$ cat config.mk
export PLATFORM = sky130hd
export DESIGN_NAME = wmh_mix_unit
export DESIGN_NICKNAME = d
export VERILOG_FILES = /design/src/design/wmh_pkg.sv /design/src/design/wmh_mix_unit.sv
export SDC_FILE = /design/constraint.sdc
export NUM_CORES = 2
export LEC_CHECK = 0
export BUFFER_PORTS_ARGS = -buffer_cell sky130_fd_sc_hd__buf_2
export CORE_UTILIZATION = 25
export CTS_CLUSTER_DIAMETER = 60
export DETAILED_ROUTE_END_ITERATION = 10
export PLACE_DENSITY = 0.41
export SLEW_MARGIN = 25
export SYNTH_ARGS = -nofsm -noshare
export SYNTH_HDL_FRONTEND = slang
export SYNTH_SLANG_ARGS = --single-unit
$ cat constraint.sdc
create_clock -name clock -period 11 [get_ports clock]
set_clock_uncertainty 0.15 [all_clocks]
set_input_delay 2.2 -clock clock [delete_from_list [all_inputs] [get_ports clock]]
set_output_delay 2.2 -clock clock [all_outputs]
set_load 0.005 [all_outputs]
$ cat src/design/wmh_pkg.sv
// Package: types, constants, tables and bit functions of the hash engine.
package wmh_pkg;

   localparam int WORD_W      = 32;
   localparam int NUM_ROUNDS  = 52;
   localparam int MR_DEPTH    = 13;

   typedef logic [WORD_W-1:0] word_type;

   localparam word_type LOWER_KEY_MASK = 32'h5A5A5A5A;
   localparam logic [7:0] PAD_MARK_BYTE = 8'h80;
   localparam logic [5:0] LEN_FIELD_FILL = 6'd56;
   localparam logic [5:0] LAST_ROUND = 6'(NUM_ROUNDS - 1);

   typedef struct packed {
      word_type a;
      word_type b;
   } mul_op_type;

   typedef enum logic [11:0] {
      ST_IDLE       = 12'b0000_0000_0001,
      ST_PUSH       = 12'b0000_0000_0010,
      ST_PAD_MARK   = 12'b0000_0000_0100,
      ST_PAD_ZERO   = 12'b0000_0000_1000,
      ST_PAD_LEN    = 12'b0000_0001_0000,
      ST_CMP_LOAD   = 12'b0000_0010_0000,
      ST_CMP_ROUND  = 12'b0000_0100_0000,
      ST_CMP_ADD    = 12'b0000_1000_0000,
      ST_FOLD       = 12'b0001_0000_0000,
      ST_MIX        = 12'b0010_0000_0000,
      ST_MIX_COMMIT = 12'b0100_0000_0000,
      ST_OUT        = 12'b1000_0000_0000
   } state_type;

   function automatic word_type rotr(input word_type x, input logic [4:0] n);
      return (x >> n) | (x << (6'd32 - {1'b0, n}));
   endfunction

   function automatic word_type big_s0(input word_type x);
      return rotr(x, 5'd2) ^ rotr(x, 5'd13) ^ rotr(x, 5'd22);
   endfunction

   function automatic word_type big_s1(input word_type x);
      return rotr(x, 5'd6) ^ rotr(x, 5'd11) ^ rotr(x, 5'd25);
   endfunction

   function automatic word_type small_s0(input word_type x);
      return rotr(x, 5'd7) ^ rotr(x, 5'd18) ^ (x >> 3);
   endfunction

   function automatic word_type small_s1(input word_type x);
      return rotr(x, 5'd17) ^ rotr(x, 5'd19) ^ (x >> 10);
   endfunction

   function automatic word_type choose(input word_type x, input word_type y,
                                       input word_type z);
      return (x & y) ^ (~x & z);
   endfunction

   function automatic word_type major(input word_type x, input word_type y,
                                      input word_type z);
      return (x & y) ^ (x & z) ^ (y & z);
   endfunction

   function automatic word_type round_key(input logic [5:0] r);
      word_type k;
      unique case (r)
         6'd0:  k = 32'h428a2f98;  6'd1:  k = 32'h71374491;
         6'd2:  k = 32'hb5c0fbcf;  6'd3:  k = 32'he9b5dba5;
         6'd4:  k = 32'h3956c25b;  6'd5:  k = 32'h59f111f1;
         6'd6:  k = 32'h923f82a4;  6'd7:  k = 32'hab1c5ed5;
         6'd8:  k = 32'hd807aa98;  6'd9:  k = 32'h12835b01;
         6'd10: k = 32'h243185be;  6'd11: k = 32'h550c7dc3;
         6'd12: k = 32'h72be5d74;  6'd13: k = 32'h80deb1fe;
         6'd14: k = 32'h9bdc06a7;  6'd15: k = 32'hc19bf174;
         6'd16: k = 32'he49b69c1;  6'd17: k = 32'hefbe4786;
         6'd18: k = 32'h0fc19dc6;  6'd19: k = 32'h240ca1cc;
         6'd20: k = 32'h2de92c6f;  6'd21: k = 32'h4a7484aa;
         6'd22: k = 32'h5cb0a9dc;  6'd23: k = 32'h76f988da;
         6'd24: k = 32'h983e5152;  6'd25: k = 32'ha831c66d;
         6'd26: k = 32'hb00327c8;  6'd27: k = 32'hbf597fc7;
         6'd28: k = 32'hc6e00bf3;  6'd29: k = 32'hd5a79147;
         6'd30: k = 32'h06ca6351;  6'd31: k = 32'h14292967;
         6'd32: k = 32'h27b70a85;  6'd33: k = 32'h2e1b2138;
         6'd34: k = 32'h4d2c6dfc;  6'd35: k = 32'h53380d13;
         6'd36: k = 32'h650a7354;  6'd37: k = 32'h766a0abb;
         6'd38: k = 32'h81c2c92e;  6'd39: k = 32'h92722c85;
         6'd40: k = 32'ha2bfe8a1;  6'd41: k = 32'ha81a664b;
         6'd42: k = 32'hc24b8b70;  6'd43: k = 32'hc76c51a3;
         6'd44: k = 32'hd192e819;  6'd45: k = 32'hd6990624;
         6'd46: k = 32'hf40e3585;  6'd47: k = 32'h106aa070;
         6'd48: k = 32'h19a4c116;  6'd49: k = 32'h1e376c08;
         6'd50: k = 32'h2748774c;  6'd51: k = 32'h34b0bcb5;
         default: k = '0;
      endcase
      return k;
   endfunction

   function automatic word_type iv_word(input logic [3:0] i);
      word_type v;
      unique case (i)
         4'd0:  v = 32'h6a09e667;  4'd1:  v = 32'hbb67ae85;
         4'd2:  v = 32'h3c6ef372;  4'd3:  v = 32'ha54ff53a;
         4'd4:  v = 32'h510e527f;  4'd5:  v = 32'h9b05688c;
         4'd6:  v = 32'h1f83d9ab;  4'd7:  v = 32'h5be0cd19;
         4'd8:  v = 32'hcbbb9d5d;  4'd9:  v = 32'h629a292a;
         4'd10: v = 32'h9159015a;  4'd11: v = 32'h152fecd8;
         4'd12: v = 32'h67332667;  4'd13: v = 32'h8eb44a87;
         4'd14: v = 32'hdb0c2e0d;  4'd15: v = 32'h47b5481d;
         default: v = '0;
      endcase
      return v;
   endfunction

endpackage

$ cat src/design/wmh_mix_unit.sv
// Shared 32x32 multiplier: registered high-xor-low of the product.
module wmh_mix_unit import wmh_pkg::*; (
   input  logic       clock,
   input  mul_op_type mul_op,
   output word_type   mix_res
);

   logic [2*WORD_W-1:0] prod;
   word_type            res_ff;
   word_type            res_in;

   assign prod   = {{WORD_W{1'b0}}, mul_op.a} * {{WORD_W{1'b0}}, mul_op.b};
   assign res_in = prod[2*WORD_W-1:WORD_W] ^ prod[WORD_W-1:0];

   always_ff @(posedge clock) begin
      res_ff <= res_in;
   end

   assign mix_res = res_ff;

endmodule

==> summary.txt <==
Clocking
  • CTS Buf Count: 5
  • Clock Tree Root: clkbuf_16
  • Post-CTS setup buffers: 0
  • CTS Sinks: 32
  • TritonCTS clock tree: yes
  • Cts-stage hold buffer count: 0
  • H-tree Lvls: 2
  • CTS resizes: 0
  • Clock transition at path regs: 60 ps
  • Max Root-Sink Buffers: 2

STA
  • Rel. slew slack: between 30% and 40%
  • Setup Total Neg Slack: 0 ps
  • Hold Vio Cnt, Final: 0
  • Fin crit period: around 10,000 ps
  • Worst slew pin tran: ~970 ps
  • Tcrit/Tclk final: between 90 and 100%
  • RSZ-0062 raised after global routing: no
  • Slew Viols, Final: 0
  • FMAX: 0.0983 GHz
  • Final Setup Violations: 0

Finish
  • Area Overhead vs Synth: 7.36%
  • Number of flip-flops in the largest register: 32
  • Final nets: 4,946
  • Filler instances: 14,871
  • Layout cells sized above 1: 4.97%

Yosys
  • Syn nets: 4,996
  • Post-synth top area share: 52.2%
  • Post-synth EDFFs: 0
  • Cell Area, Synth: between 30,000 and 40,000 sq um
  • Most common cell in the netlist: fa_1
  • Synth area leaders: fa_1 52%, and2_1 11%, ha_1 9.6%
  • Most frequent cells after synthesis: 896 x fa_1, 856 x inv_1, 594 x and2_1
  • Syn Area/Cell: 9.11 sq um
  • Sequential-to-total area share from yosys stat: 1.87%
  • Post-synth top flop: dfxtp_1
  • FFs w/ async S/R, synth: 0%
  • Area leader, netlist: fa_1
  • Mapped Cells: 3,772
  • Netlist cell types: 66
  • FF+latch count, synth: 32
  • Warnings from Yosys: 0

Routing
  • Wire length per cell: 20.8 um
  • DRT iter0 DRCs: 1,321
  • Via count: 24,256
  • Routed wire length: 115 mm
  • Drt pass-1 iters: 5
  • Routed vias/inst: 4.40
  • Drt drc: 0
  • DRT antenna net count: 0

Die
  • Die width: about 370 um
  • Core area: 136,000 sq um
  • Initial Utilization: 25.3%
  • Top Ports: 97
  • Die ar.: 139,000 sq um
  • Die height: between 300 and 400 um
  • Cell Rows: 135

Worst setup path
  • Critical path endpoint category: flop
  • Kind of start point of the critical path: input port
  • Critical path endpoint: mix_res[26]
  • Critical Setup Path Class: in -> reg
  • Critical path origin: mul_op[51]
  • CP Data Required Time: ~11,000 ps
  • WP data arrival: 10,190 ps
  • Max Fanout on Critical Path: 23

Place
  • Final Wtd Congestion: a little under 0.9
  • Port-buffer cells: 96
  • DP HPWL: 98.5 mm

Global route
  • Initial antenna violation count: 14
  • Grt ovf: 0
  • First-pass GRT wire length: around 180 mm
  • Pin count of the biggest net entering global routing: 33
  • Vias in the first global route: 27,137
  • Total track usage: 16.9%

Run
  • Max_cap viols: 0

Min path
  • HP Class: in -> reg

Outcome
  • Status: finished, final reports clean
==> per-layer routing <==
metal	share of wire (%)	up-vias	GRT usage [%]
li1	-	10816	-
met1	47	12813	24.2
met2	46	519	27.5
met3	4.1	102	1.65
met4	2.2	6	3.38
met5	0.031	-	0
==> logic make-up after synthesis <==
group,count (synthesis),share of synthesized area (%)
flops,32,1.87
simple gates,1206,18.1
xor+xnor,89,2.29
compound gates,212,4.11
fa+ha+maj,1159,61.8
mux,6,0.179
buf+inv,1068,11.7
==> final cells by class <==
cell class	instances	area [sq um]	area share, %
antenna	3	7.51	0.0204
tap	1781	2230	6.04
clock inverter	3	42.5	0.115
clock buffer	5	125	0.339
inverter	856	3210	8.71
timing repair buffer	155	923	2.50
multi-input combinational	2672	29700	80.5
sequential	32	641	1.74
==> worst min path at each step <==
stage	startpoint	end	cells after the start
after floorplan	mul_op[32]	mix_res[0]	3
after global placement	mix_res[8]	mix_res[8]	1
after detailed placement	mix_res[14]	mix_res[14]	1
after CTS	mul_op[0]	mix_res[0]	5
after global routing	mul_op[0]	mix_res[0]	5
final	mul_op[0]	mix_res[0]	5
==> metrics by stage <==
step / utilization, % / hold slack, ps / setup WS [ps] / area, sq um / cells
4_1_cts: 27.1 / 2730 / 789 / 36900 / 5504
6_report: 27.1 / 2690 / 828 / 36900 / 5507
3_5_place_dp: 27.0 / 2430 / 533 / 36700 / 5496
2_1_floorplan: - / 2310 / 2230 / 34300 / 3772
3_3_place_gp: 27.0 / 2430 / 516 / 36700 / 5496
5_1_grt: 27.1 / 2750 / 551 / 36900 / 5504
==> worst max-delay path, stage by stage <==
cell       delay, ps
buf_2            520
buf_4            320
and2_1           160
fa_1             450
inv_1            100
fa_1             520
fa_1             480
fa_1             540
inv_1             50
fa_1             580
fa_1             460
fa_1             550
inv_1             60
fa_1             510
inv_1             50
ha_1             450
a21oi_1          350
o21ai_0          300
a21boi_0         250
o221ai_1         190
o2bb2ai_1        190
a211oi_2         420
o21bai_2         140
xnor2_1          290
==> cells in the final DEF, fill, tap and decap left out, types with 5 or more instances in the layout <==
cell type,n
buf_2,96
a21o_1,23
nand4_1,21
nand2_1,497
or3_1,7
nand3_1,9
dfxtp_1,32
nor2_1,40
a21oi_1,71
and2_1,594
a31oi_1,9
o21a_1,10
ha_1,263
inv_1,856
and3_1,7
xor2_1,21
buf_4,59
mux2i_1,5
clkbuf_16,5
o21ai_0,32
a211oi_1,8
fa_1,896
o21ai_1,5
nor3_1,10
xnor2_1,67
o21bai_1,8
Power is not shown: default switching activity piles up to over one toggle a cycle in this logic, so the estimate is an artifact.
